$ cat src/ebrm_pkg.sv
// Package for the eight-bit register machine step block.
// Holds beat payload types, access kinds, opcodes and the execute-unit result type.
// No dependencies.
package ebrm_pkg;

    // Access kinds
    localparam logic [2:0] KIND_EXEC    = 3'd0;
    localparam logic [2:0] KIND_PRE_REG = 3'd1;
    localparam logic [2:0] KIND_PRE_MEM = 3'd2;
    localparam logic [2:0] KIND_RD_MEM  = 3'd3;
    localparam logic [2:0] KIND_RD_REG  = 3'd4;

    // Opcodes (top nibble of the instruction word)
    localparam logic [3:0] OP_ADD   = 4'd0;
    localparam logic [3:0] OP_SUB   = 4'd1;
    localparam logic [3:0] OP_MUL   = 4'd2;
    localparam logic [3:0] OP_INC   = 4'd3;
    localparam logic [3:0] OP_AND   = 4'd4;
    localparam logic [3:0] OP_OR    = 4'd5;
    localparam logic [3:0] OP_NOT   = 4'd6;
    localparam logic [3:0] OP_XOR   = 4'd7;
    localparam logic [3:0] OP_LOAD  = 4'd8;
    localparam logic [3:0] OP_STORE = 4'd9;
    localparam logic [3:0] OP_JMP   = 4'd10;
    localparam logic [3:0] OP_BEQZ  = 4'd11;
    localparam logic [3:0] OP_HLT   = 4'd15;

    // Storage geometry
    localparam int NUM_REGS  = 16;
    localparam int REG_AW    = 4;
    localparam int MEM_DEPTH = 256;
    localparam int MEM_AW    = 8;

    typedef struct packed {
        logic [2:0]        access_kind;
        logic [15:0]       instruction;
        logic [7:0]        target_index;
        logic signed [7:0] preload_value;
    } t_in_item;

    typedef struct packed {
        logic [7:0]        next_pc;
        logic              halted;
        logic              illegal;
        logic signed [7:0] read_value;
        logic              reg_written;
        logic [3:0]        written_reg;
        logic signed [7:0] written_value;
    } t_out_item;

    // Decoded effect of one executed instruction
    typedef struct packed {
        logic [7:0] result;
        logic       wr;
        logic [7:0] next_pc;
        logic       illegal;
        logic       halt;
        logic       is_load;
        logic       is_store;
        logic [7:0] addr;
    } t_exec;

endpackage

$ cat src/eight_bit_register_machine_step_top.sv
// Top level of the eight-bit register machine step block.
// Instantiates ebrm_rf, ebrm_dmem and ebrm_exec; depends on ebrm_pkg.
//
// Each input beat executes one 16-bit instruction, preloads a register or data byte,
// or reads one back, and yields exactly one result beat. The block accepts one beat
// per cycle as long as results are taken and returns its result from the output
// register after execute and writeback. Register file reads are registered at
// acceptance, the execute stage computes and performs the data-memory access, and
// the writeback stage writes the register file; a write-first register file and a
// forward from writeback into execute let dependent instructions follow each other
// in consecutive cycles. Backpressure on the result side stalls the pipeline only
// once no bubble is left. Register file and data memory read as zero after reset
// through per-entry valid bits, so no clearing pass is needed.
module eight_bit_register_machine_step_top
    import ebrm_pkg::*;
(
    input  logic      i_clk,
    input  logic      i_rst_n,
    input  logic      i_in_valid,
    output logic      o_in_ready,
    input  t_in_item  i_in_item,
    output logic      o_out_valid,
    input  logic      i_out_ready,
    output t_out_item o_out_item
);

    // Stage control
    logic en_out;
    logic en2;
    logic en1;
    logic acc;
    logic step1;

    // Execute-stage registers
    logic     r_v1;
    t_in_item r_s1;

    // Architectural pc and halt flag
    logic [7:0] r_pc;
    logic       r_halt;

    // Writeback-stage registers
    logic        r_v2;
    logic        r2_wr;
    logic [3:0]  r2_wreg;
    logic [7:0]  r2_alu;
    logic        r2_from_mem;
    logic        r2_rd_mem;
    logic        r2_rd_reg;
    logic [7:0]  r2_regval;
    logic [7:0]  r2_pc;
    logic        r2_halted;
    logic        r2_illegal;
    logic        r2_rep;

    // Output register
    logic      r_ov;
    t_out_item r_out;
    t_out_item n_out;

    // Execute-stage signals
    logic [2:0] kind;
    logic [3:0] op;
    logic [3:0] fd;
    logic [3:0] fs1;
    logic [3:0] fs2;
    logic [3:0] c_addr;
    logic [3:0] rd_c_addr;
    logic [7:0] rf_a;
    logic [7:0] rf_b;
    logic [7:0] rf_c;
    logic [7:0] op_a;
    logic [7:0] op_b;
    logic [7:0] op_c;
    logic [7:0] s2_wval;
    logic       do_exec;
    t_exec      ex;
    logic       dm_we;
    logic       dm_rd;
    logic       dm_en;
    logic [7:0] dm_addr;
    logic [7:0] dm_wdata;
    logic [7:0] dm_rdata;
    logic       rf_we;

    // Advance each stage when the next one is free or moving
    assign en_out     = !r_ov || i_out_ready;
    assign en2        = !r_v2 || en_out;
    assign en1        = !r_v1 || en2;
    assign o_in_ready = en1;
    assign acc        = i_in_valid && en1;
    assign step1      = r_v1 && en2;

    // Register file, read at acceptance
    assign rd_c_addr = (i_in_item.access_kind == KIND_EXEC) ? i_in_item.instruction[11:8]
                                                           : i_in_item.target_index[3:0];
    assign rf_we     = r_v2 && en_out && r2_wr;
    assign s2_wval   = r2_from_mem ? dm_rdata : r2_alu;

    ebrm_rf u_rf (
        .i_clk     (i_clk),
        .i_rst_n   (i_rst_n),
        .i_we      (rf_we),
        .i_waddr   (r2_wreg),
        .i_wdata   (s2_wval),
        .i_re      (acc),
        .i_raddr_a (i_in_item.instruction[7:4]),
        .i_raddr_b (i_in_item.instruction[3:0]),
        .i_raddr_c (rd_c_addr),
        .o_rdata_a (rf_a),
        .o_rdata_b (rf_b),
        .o_rdata_c (rf_c)
    );

    // Capture the input beat
    always_ff @(posedge i_clk) begin
        if (!i_rst_n) begin
            r_v1 <= 1'b0;
        end else if (en1) begin
            r_v1 <= i_in_valid;
        end
    end

    always_ff @(posedge i_clk) begin
        if (acc) begin
            r_s1 <= i_in_item;
        end
    end

    // Decode fields and forward the writeback value into execute
    assign kind    = r_s1.access_kind;
    assign op      = r_s1.instruction[15:12];
    assign fd      = r_s1.instruction[11:8];
    assign fs1     = r_s1.instruction[7:4];
    assign fs2     = r_s1.instruction[3:0];
    assign c_addr  = (kind == KIND_EXEC) ? fd : r_s1.target_index[3:0];
    assign op_a    = (r_v2 && r2_wr && r2_wreg == fs1) ? s2_wval : rf_a;
    assign op_b    = (r_v2 && r2_wr && r2_wreg == fs2) ? s2_wval : rf_b;
    assign op_c    = (r_v2 && r2_wr && r2_wreg == c_addr) ? s2_wval : rf_c;
    assign do_exec = (kind == KIND_EXEC) && !r_halt;

    ebrm_exec u_exec (
        .i_op   (op),
        .i_d    (fd),
        .i_s1   (fs1),
        .i_s2   (fs2),
        .i_a    (op_a),
        .i_b    (op_b),
        .i_dv   (op_c),
        .i_pc   (r_pc),
        .o_exec (ex)
    );

    // Data memory access from execute
    assign dm_we    = (do_exec && ex.is_store) || (kind == KIND_PRE_MEM);
    assign dm_rd    = (do_exec && ex.is_load) || (kind == KIND_RD_MEM);
    assign dm_en    = step1 && (dm_we || dm_rd);
    assign dm_addr  = (kind == KIND_EXEC) ? ex.addr : r_s1.target_index;
    assign dm_wdata = (kind == KIND_EXEC) ? op_c : r_s1.preload_value;

    ebrm_dmem u_dmem (
        .i_clk   (i_clk),
        .i_rst_n (i_rst_n),
        .i_en    (dm_en),
        .i_we    (dm_we),
        .i_addr  (dm_addr),
        .i_wdata (dm_wdata),
        .o_rdata (dm_rdata)
    );

    // Advance pc and halt flag as an instruction leaves execute
    always_ff @(posedge i_clk) begin
        if (!i_rst_n) begin
            r_pc   <= '0;
            r_halt <= 1'b0;
        end else if (step1 && do_exec) begin
            r_pc   <= ex.next_pc;
            r_halt <= r_halt | ex.halt;
        end
    end

    // Writeback stage
    always_ff @(posedge i_clk) begin
        if (!i_rst_n) begin
            r_v2 <= 1'b0;
        end else if (en2) begin
            r_v2 <= r_v1;
        end
    end

    always_ff @(posedge i_clk) begin
        if (step1) begin
            r2_wr       <= (do_exec && ex.wr) || (kind == KIND_PRE_REG);
            r2_wreg     <= c_addr;
            r2_alu      <= (kind == KIND_EXEC) ? ex.result : r_s1.preload_value;
            r2_from_mem <= do_exec && ex.is_load;
            r2_rd_mem   <= (kind == KIND_RD_MEM);
            r2_rd_reg   <= (kind == KIND_RD_REG);
            r2_regval   <= op_c;
            r2_pc       <= do_exec ? ex.next_pc : r_pc;
            r2_halted   <= r_halt | (do_exec & ex.halt);
            r2_illegal  <= do_exec & ex.illegal;
            r2_rep      <= do_exec & ex.wr;
        end
    end

    // Assemble the result beat
    always_comb begin
        n_out.next_pc       = r2_pc;
        n_out.halted        = r2_halted;
        n_out.illegal       = r2_illegal;
        n_out.read_value    = r2_rd_mem ? dm_rdata : (r2_rd_reg ? r2_regval : 8'd0);
        n_out.reg_written   = r2_rep;
        n_out.written_reg   = r2_rep ? r2_wreg : 4'd0;
        n_out.written_value = r2_rep ? s2_wval : 8'd0;
    end

    // Output register
    always_ff @(posedge i_clk) begin
        if (!i_rst_n) begin
            r_ov <= 1'b0;
        end else if (en_out) begin
            r_ov <= r_v2;
        end
    end

    always_ff @(posedge i_clk) begin
        if (en_out && r_v2) begin
            r_out <= n_out;
        end
    end

    assign o_out_valid = r_ov;
    assign o_out_item  = r_out;

    // Once halted, every later result reports halted
    a_halt_sticky_out: assert property (@(posedge i_clk) disable iff (!i_rst_n)
        (o_out_valid && i_out_ready && o_out_item.halted) |=>
            (!o_out_valid || o_out_item.halted))
        else $error("halted dropped after a halted result");

    // The halt flag never clears outside reset
    a_halt_sticky: assert property (@(posedge i_clk) disable iff (!i_rst_n)
        r_halt |=> r_halt)
        else $error("halt flag cleared");

    // An execute beat after halt leaves the pc alone
    a_halt_pc: assert property (@(posedge i_clk) disable iff (!i_rst_n)
        (step1 && kind == KIND_EXEC && r_halt) |=> $stable(r_pc))
        else $error("pc moved after halt");

    // An illegal opcode writes no register
    a_illegal_nowrite: assert property (@(posedge i_clk) disable iff (!i_rst_n)
        (o_out_valid && o_out_item.illegal) |-> !o_out_item.reg_written)
        else $error("illegal opcode reported a register write");

endmodule

$ cat src/ebrm_rf.sv
// Register file: 16 x 8 bits, two banks written alike, three registered read ports.
// Write-first on a read at the write address; valid bits give the all-zero reset.
// Depends on ebrm_pkg.
module ebrm_rf
    import ebrm_pkg::*;
(
    input  logic              i_clk,
    input  logic              i_rst_n,
    input  logic              i_we,
    input  logic [REG_AW-1:0] i_waddr,
    input  logic [7:0]        i_wdata,
    input  logic              i_re,
    input  logic [REG_AW-1:0] i_raddr_a,
    input  logic [REG_AW-1:0] i_raddr_b,
    input  logic [REG_AW-1:0] i_raddr_c,
    output logic [7:0]        o_rdata_a,
    output logic [7:0]        o_rdata_b,
    output logic [7:0]        o_rdata_c
);

    logic [7:0]          r_bank_ab [NUM_REGS];
    logic [7:0]          r_bank_c  [NUM_REGS];
    logic [NUM_REGS-1:0] r_valid;
    logic [7:0]          r_rdata_a;
    logic [7:0]          r_rdata_b;
    logic [7:0]          r_rdata_c;

    // Mark entries written since reset
    always_ff @(posedge i_clk) begin
        if (!i_rst_n) begin
            r_valid <= '0;
        end else if (i_we) begin
            r_valid[i_waddr] <= 1'b1;
        end
    end

    // Write both banks
    always_ff @(posedge i_clk) begin
        if (i_we) begin
            r_bank_ab[i_waddr] <= i_wdata;
            r_bank_c[i_waddr]  <= i_wdata;
        end
    end

    // Read, passing write data through on an address match
    always_ff @(posedge i_clk) begin
        if (i_re) begin
            if (i_we && i_waddr == i_raddr_a) begin
                r_rdata_a <= i_wdata;
            end else if (r_valid[i_raddr_a]) begin
                r_rdata_a <= r_bank_ab[i_raddr_a];
            end else begin
                r_rdata_a <= '0;
            end
            if (i_we && i_waddr == i_raddr_b) begin
                r_rdata_b <= i_wdata;
            end else if (r_valid[i_raddr_b]) begin
                r_rdata_b <= r_bank_ab[i_raddr_b];
            end else begin
                r_rdata_b <= '0;
            end
            if (i_we && i_waddr == i_raddr_c) begin
                r_rdata_c <= i_wdata;
            end else if (r_valid[i_raddr_c]) begin
                r_rdata_c <= r_bank_c[i_raddr_c];
            end else begin
                r_rdata_c <= '0;
            end
        end
    end

    assign o_rdata_a = r_rdata_a;
    assign o_rdata_b = r_rdata_b;
    assign o_rdata_c = r_rdata_c;

endmodule

$ cat src/ebrm_dmem.sv
// Data memory: 256 x 8 bits, one port, registered read data.
// Valid bits per entry give the all-zero reset without a clearing pass.
// Depends on ebrm_pkg.
module ebrm_dmem
    import ebrm_pkg::*;
(
    input  logic              i_clk,
    input  logic              i_rst_n,
    input  logic              i_en,
    input  logic              i_we,
    input  logic [MEM_AW-1:0] i_addr,
    input  logic [7:0]        i_wdata,
    output logic [7:0]        o_rdata
);

    logic [7:0]           r_mem [MEM_DEPTH];
    logic [MEM_DEPTH-1:0] r_valid;
    logic [7:0]           r_rdata;

    // Mark entries written since reset
    always_ff @(posedge i_clk) begin
        if (!i_rst_n) begin
            r_valid <= '0;
        end else if (i_en && i_we) begin
            r_valid[i_addr] <= 1'b1;
        end
    end

    // Write or read one entry
    always_ff @(posedge i_clk) begin
        if (i_en) begin
            if (i_we) begin
                r_mem[i_addr] <= i_wdata;
            end else if (r_valid[i_addr]) begin
                r_rdata <= r_mem[i_addr];
            end else begin
                r_rdata <= '0;
            end
        end
    end

    assign o_rdata = r_rdata;

endmodule

$ cat src/ebrm_exec.sv
// Execute unit: decodes one instruction and computes its result, address and next pc.
// Purely combinational; operands arrive already forwarded.
// Depends on ebrm_pkg.
module ebrm_exec
    import ebrm_pkg::*;
(
    input  logic [3:0] i_op,
    input  logic [3:0] i_d,
    input  logic [3:0] i_s1,
    input  logic [3:0] i_s2,
    input  logic [7:0] i_a,
    input  logic [7:0] i_b,
    input  logic [7:0] i_dv,
    input  logic [7:0] i_pc,
    output t_exec      o_exec
);

    logic [7:0]  pc_inc;
    logic [15:0] prod;
    logic [7:0]  jmp_target;
    logic [7:0]  beqz_target;

    // Sequential pc, product and branch targets (offset doubled, wraps mod 256)
    assign pc_inc      = i_pc + 8'd2;
    assign prod        = {8'b0, i_a} * {8'b0, i_b};
    assign jmp_target  = pc_inc + {i_d[2:0], i_s1, 1'b0};
    assign beqz_target = pc_inc + {i_s1[2:0], i_s2, 1'b0};

    // Decode
    always_comb begin
        o_exec          = '0;
        o_exec.next_pc  = pc_inc;
        o_exec.addr     = i_a + {{4{i_s2[3]}}, i_s2};
        case (i_op)
            OP_ADD: begin
                o_exec.result = i_a + i_b;
                o_exec.wr     = 1'b1;
            end
            OP_SUB: begin
                o_exec.result = i_a - i_b;
                o_exec.wr     = 1'b1;
            end
            OP_MUL: begin
                o_exec.result = prod[7:0];
                o_exec.wr     = 1'b1;
            end
            OP_INC: begin
                o_exec.result = i_dv + 8'd1;
                o_exec.wr     = 1'b1;
            end
            OP_AND: begin
                o_exec.result = i_a & i_b;
                o_exec.wr     = 1'b1;
            end
            OP_OR: begin
                o_exec.result = i_a | i_b;
                o_exec.wr     = 1'b1;
            end
            OP_NOT: begin
                o_exec.result = ~i_a;
                o_exec.wr     = 1'b1;
            end
            OP_XOR: begin
                o_exec.result = i_a ^ i_b;
                o_exec.wr     = 1'b1;
            end
            OP_LOAD: begin
                o_exec.wr      = 1'b1;
                o_exec.is_load = 1'b1;
            end
            OP_STORE: begin
                o_exec.is_store = 1'b1;
            end
            OP_JMP: begin
                o_exec.next_pc = jmp_target;
            end
            OP_BEQZ: begin
                if (i_dv == 8'd0) begin
                    o_exec.next_pc = beqz_target;
                end
            end
            OP_HLT: begin
                o_exec.halt = 1'b1;
            end
            default: begin
                o_exec.illegal = 1'b1;
            end
        endcase
    end

endmodule
$ cat config.mk
export PLATFORM = sky130hd
export DESIGN_NAME = eight_bit_register_machine_step_top
export DESIGN_NICKNAME = d
export VERILOG_FILES = /design/src/ebrm_pkg.sv /design/src/eight_bit_register_machine_step_top.sv /design/src/ebrm_rf.sv /design/src/ebrm_dmem.sv /design/src/ebrm_exec.sv
export SDC_FILE = /design/constraint.sdc
export NUM_CORES = 2
export LEC_CHECK = 0
export BUFFER_PORTS_ARGS = -buffer_cell sky130_fd_sc_hd__buf_2
export CAP_MARGIN = 20
export CORE_ASPECT_RATIO = 0.7
export CORE_MARGIN = 5
export CORE_UTILIZATION = 45
export CTS_BUF_LIST = sky130_fd_sc_hd__clkbuf_8
export CTS_CLUSTER_SIZE = 28
export DETAILED_ROUTE_END_ITERATION = 7
export SYNTH_ARGS = -nofsm -noshare
export SYNTH_HDL_FRONTEND = slang
export SYNTH_SLANG_ARGS = --single-unit
$ cat constraint.sdc
create_clock -name i_clk -period 36.8 [get_ports i_clk]
set_clock_uncertainty 0.15 [all_clocks]
set_input_delay 5.52 -clock i_clk [delete_from_list [all_inputs] [get_ports i_clk]]
set_output_delay 5.52 -clock i_clk [all_outputs]
set_load 0.005 [all_outputs]
Yosys cells after proc, flatten, opt, wreduce, memory -nomap -nowiden
Memories as Yosys holds them, arrays and structs flattened. A register that Yosys moved wholly into a read port is not among the register bits.
Index checks and enable logic that the tools add are counted.
{"block": "word_totals", "elab_cells": 166, "mem_count": 3, "input_bits": 39, "ramBits": 2304, "regBits": 409}
{"block": "classes", "n_eq_ne": 22, "n_reduce_logical": 39, "n_bitwise": 12, "muxes": 43, "n_lt_le_gt_ge": 7, "addsub": 7, "n_mul": 1}
{"name": "u_dmem.r_mem", "words": 256, "word_bits": 8, "rd": 1, "rd_clocked_by_memory_dff": 1, "wr": 1, "line": "ebrm_dmem.sv:16", "source": "logic [7:0] r_mem [MEM_DEPTH];"}
{"name": "u_rf.r_bank_ab", "words": 16, "word_bits": 8, "rd": 2, "rd_clocked_by_memory_dff": 0, "wr": 1, "line": "ebrm_rf.sv:21", "source": "logic [7:0] r_bank_ab [NUM_REGS];"}
{"name": "u_rf.r_bank_c", "words": 16, "word_bits": 8, "rd": 1, "rd_clocked_by_memory_dff": 0, "wr": 1, "line": "ebrm_rf.sv:22", "source": "logic [7:0] r_bank_c [NUM_REGS];"}
{"op": "256-bit OR", "n": 1}
{"op": "8-bit 2-to-1 mux", "n": 17}
{"op": "8-bit case mux with 8 select lines", "n": 1}
{"op": "8-bit adder", "n": 4}
{"op": "4-bit == test", "n": 6}
{"op": "4-bit == test, second input constant", "n": 5}
{"op": "1-bit logical AND", "n": 20}
{"op": "4-bit by 5-bit < comparator with 1-bit output, second input constant", "n": 4}
{"op": "4-bit by 3-bit == test with 1-bit output, second input constant", "n": 4}
{"op": "1-bit 2-to-1 mux", "n": 16}
{"op": "16-bit OR", "n": 1}
{"op": "8-bit case mux with 2 select lines", "n": 1}
{"op": "13-bit OR reduction", "n": 1}
{"op": "1-bit binary-select mux with 4-bit select", "n": 3}
{"op": "8-bit by 9-bit < comparator with 1-bit output, second input constant", "n": 1}
{"op": "9-bit OR reduction", "n": 1}
{"op": "8-bit by 1-bit adder with 8-bit output, second input constant", "n": 1}
{"op": "8-bit by 2-bit adder with 8-bit output, second input constant", "n": 1}
{"op": "8-bit bitwise AND", "n": 1}
{"op": "1-bit binary-select mux with 8-bit select", "n": 1}
{"op": "1-bit demux with 8-bit select", "n": 1}
{"op": "4-bit by 2-bit == test with 1-bit output, second input constant", "n": 2}
{"op": "8-bit by 1-bit >= comparator with 1-bit output, second input constant", "n": 1}
{"op": "8-bit logical NOT", "n": 1}
{"op": "other kinds (20)", "n": 36}

Logic depth before layout (Yosys ltp)
{"block": "logic_depth", "depth_word": 10, "ltp_mapped": 27}

Cells and area by module
From an unflattened synthesis, not the netlist that was laid out.
{"block": "unflattened", "hier_cells": 5528, "hier_area_um2": 104816.8}
{"module": "ebrm_dmem", "n_inst": 1, "area_per_inst_um2": 87650.3, "cells_each": 4204, "seq_area_each_um2": 66864.1}
{"module": "ebrm_rf", "n_inst": 1, "area_per_inst_um2": 8993.6, "cells_each": 528, "seq_area_each_um2": 4884.7}
{"module": "eight_bit_register_machine_step_top", "n_inst": 1, "area_per_inst_um2": 5033.6, "cells_each": 363, "seq_area_each_um2": 3273.1}
{"module": "ebrm_exec", "n_inst": 1, "area_per_inst_um2": 3139.3, "cells_each": 433, "seq_area_each_um2": 0.0}

Least setup slack after synthesis
No wires, ideal clock.
{"block": "synth_path", "path_type": "flip-flop to flip-flop", "start": "register r_s1 (netlist bit kind[2])", "end": "memory u_dmem.r_mem[0][0], data pin", "arrival_time_ns": 12.440, "required_ns": 34.461, "period_less_slack_ns": 14.779, "slack_ns": 22.021, "stages_incl_launch_ff": 9, "setup_time_ns": 2.189, "cell_sequence": "edfxtp_1 or4b_4 and3_1 or4_4 nor4_4 buf_6 clkbuf_1 o21ai_0 o21ai_0"}
{"block": "synth_via", "elab_chain_cells": 6}
{"item": "start: declaration", "line": "eight_bit_register_machine_step_top.sv:36", "source": "t_in_item r_s1;"}
{"item": "start signal: assignment", "line": "eight_bit_register_machine_step_top.sv:126", "source": "r_s1 <= i_in_item;"}
{"item": "3-bit logical NOT *", "line": "eight_bit_register_machine_step_top.sv:136, eight_bit_register_machine_step_top.sv:159"}
{"item": "4-bit 2-to-1 mux", "line": "eight_bit_register_machine_step_top.sv:136", "source": "assign c_addr = (kind == KIND_EXEC) ? fd : r_s1.target_index[3:0];"}
{"item": "4-bit == test", "line": "eight_bit_register_machine_step_top.sv:139", "source": "assign op_c = (r_v2 && r2_wr && r2_wreg == c_addr) ? s2_wval : rf_c;"}
{"item": "1-bit logical AND", "line": "eight_bit_register_machine_step_top.sv:139"}
{"item": "8-bit 2-to-1 mux", "line": "eight_bit_register_machine_step_top.sv:139"}
{"item": "8-bit 2-to-1 mux *", "line": "eight_bit_register_machine_step_top.sv:159", "source": "assign dm_wdata = (kind == KIND_EXEC) ? op_c : r_s1.preload_value;"}
{"item": "net dm_wdata[0]", "line": "eight_bit_register_machine_step_top.sv:82", "source": "logic [7:0] dm_wdata;"}
{"item": "end: declaration", "line": "ebrm_dmem.sv:16"}
Mark *: on every way through the listed nets, which the timed path passes. The rest lies on a longest branch.

Worst setup path after layout
{"block": "layout_path", "start": "input i_out_ready", "end": "output o_in_ready"}
{"block": "layout_via", "elab_chain_cells": 3}
{"item": "start: declaration", "line": "eight_bit_register_machine_step_top.sv:23", "source": "input logic i_out_ready,"}
{"item": "1-bit logical OR", "line": "eight_bit_register_machine_step_top.sv:87", "source": "assign en_out = !r_ov || i_out_ready;"}
{"item": "1-bit logical OR", "line": "eight_bit_register_machine_step_top.sv:88", "source": "assign en2 = !r_v2 || en_out;"}
{"item": "1-bit logical OR", "line": "eight_bit_register_machine_step_top.sv:89", "source": "assign en1 = !r_v1 || en2;"}
{"item": "end: declaration", "line": "eight_bit_register_machine_step_top.sv:20", "source": "output logic o_in_ready,"}
Every way passes these cells.

==> metrics <==
share of synthesized registers carrying an async set or reset=0%; WP data arrival=between 6 and 7 ns; worst setup margin=24.52 ns; Setup violations, final=0; global-route wire length before repair=488000 um; min-delay worst type=flip-flop to flip-flop; Post-CTS Hold Buffers=0; P_int=4660 uW; DPL Wire Length=199000 um; CP endpoint kind=primary output; # IOs=72; Routed Antenna Nets=0; Largest register FFs=2048; PostCTS Resize Cnt=0; Clk pin slew, worst setup/hold paths=0.05 ns; Top Registers=u_dmem.r_mem (2048), u_dmem.r_valid (256), u_rf.r_bank_ab (128); Max-Cap Viols=0; min Tclk post-route=12.28 ns; Biggest register=u_dmem.r_mem; postcts setup bufs=0; Post-Place Setup Slack=24.54 ns; final setup TNS=0 ns; Starting Density=45.3%; worst-path maximum fanout=8; Fill cells=just over 20000; via count of the first global-routing pass=69400; DIE WIDTH=597 um; synthesized flop and latch total=2590; max_slew headroom=about a fifth; Remaining DRCs=0; gpl congestion=0.913; Static Leakage=0.0414 uW; Setup crit start kind=input port; buffers added on ports=70; Clk pwr share=36.3%; yosys warns=0; H-tree depth=5; core area=between 200000 and 250000 um^2; ys flop type=edfxtp_1; DR vias/cell=between 6 and 7; Site Rows=150; Syn Inst Count=between 8000 and 9000; fmax=0.0814 GHz; Synth area leaders=edfxtp_1, nand2_1, dfxtp_1; status=complete, no violations; initial antenna violation count=18; drt total wl=338000 um; Synth cell types=86; synthesized area per cell=12.2 um^2; layout cells sized above 1=10.5%; GRT Total Usage=a little over a quarter; Hold Violations, Final=0; fin crit share=33.4%; most frequent cells after synthesis=nand2_1, edfxtp_1, nand3_1; clock latency on the worst-skew pair=~1 ns; Power per Cell Area=53.8 nW/um^2; post-synth top area share=63.8%; DP Cell Count=11700; Die ar.=between 200000 and 300000 um^2; worst endpoint required time=31.13 ns; Finished Layout Cells=12400; Slew @ Worst Pin=1.21 ns; Nets=9042; Post-Syn Nets=roughly 9000; drt first pass iters=6; Reg power frac=50.7%; Clock Tree Buf Depth=4; critical path class=input port to primary output; Synth Cell Area=approximately 110000 um^2; Post-synth EDFFs=2307; Initial DRC Count=11600; Max VDD drop=between 30 and 40 uV; switch share=27.7%; Slew Viols, Final=0; sequential fraction of the synthesis area=69.1%; Root Buffer=clkbuf_8; RSZ-0062 raised after global routing=false; CTS tree=built; GRT overflow=0; TritonCTS Buffers=388; routed len/inst=27.2 um; switching pwr=1780 uW; most common cell in the netlist=nand2_1; CTS Sinks=approximately 2600; Logic pwr share=12.9%; Via Count=75400; largest area contributor in the netlist=edfxtp_1; area grow syn2layout=10.5%; largest net degree at the start of global routing=181; Die Ht=421 um
==> per-layer routing <==
metal  GRT usage (%)  vias up  share of wire (%)
met3            6.91      562                 13
li1                -    32700                  -
met1            40.6    37600                 43
met5               0        -              0.011
met2            36.0     4556                 41
met4            7.48        4                2.8
==> cells in the final DEF (no fill, tap or decap), types with 51 or more instances in the layout <==
cell type  count
nand2_1     2439
edfxtp_1    2307
nand3_1      779
clkbuf_8     458
nor2_1       349
dfxtp_1      283
o21a_1       276
and3_1       257
a31oi_1      253
a311oi_1     247
inv_1        244
buf_4        189
a21oi_1      142
a211oi_1      91
mux4_2        91
o21ai_0       72
buf_2         69
ha_1          61
and2_1        51
==> stage by stage <==
stage	area (um^2)	total power [uW]	utilization, %	hold WS [ns]
floorplan	109000	3860	-	0.250
global placement	112000	4130	46.8	0.254
detailed placement	112000	4140	46.8	0.256
CTS	120000	6450	50.0	0.270
global route	120000	6650	50.1	0.284
finish	120000	6450	50.1	0.267
==> power groups by stage <==
stage	logic, uW	clock network [uW]	registers, uW
after floorplan	478	0	3380
after global placement	802	0	3330
after detailed placement	812	0	3330
after CTS	815	2370	3270
after global routing	878	2510	3270
final	834	2340	3270
==> final cells by class <==
type                            instances  area [um^2]  share of cell area, %
Antenna cell                            7         17.5                 0.0146
Clock buffer                          458         6300                   5.26
Clock inverter                        249         1320                   1.10
Inverter                               96          360                  0.301
Multi-Input combinational cell       5571        30800                   25.7
Sequential cell                      2590        74900                   62.5
Tap cell                             3192         3990                   3.33
Timing Repair Buffer                  280         2130                   1.77
==> final timing paths <==
kind                from                 to  slack (ns)  depth (start not counted)
min             r2_pc[5]     o_out_item[28]        0.27                          0
min reg2reg     r2_pc[5]     o_out_item[28]        0.27                          0
max          i_out_ready         o_in_ready       24.52                          4
max reg2reg  r2_from_mem  u_dmem.o_rdata[4]       26.59                         21
==> kinds of logic after synthesis <==
family / Yosys count / share of synthesized area [%]
other: 1 / 0.00346
XOR/XNOR: 75 / 0.605
AND/OR/NAND/NOR: 4029 / 15.9
multiplexers: 129 / 2.24
AO/OA/AOI/OAI: 1260 / 8.34
flip-flops: 2590 / 69.1
buffers and inverters: 719 / 2.86
adder cells (fa/ha/maj): 77 / 0.989
==> critical path, stage by stage <==
cell and delay, ns:
buf_2 0.10, nor2b_1 0.63, nand3_1 0.19, buf_2 0.17
Power figures use the tool's default switching activity.
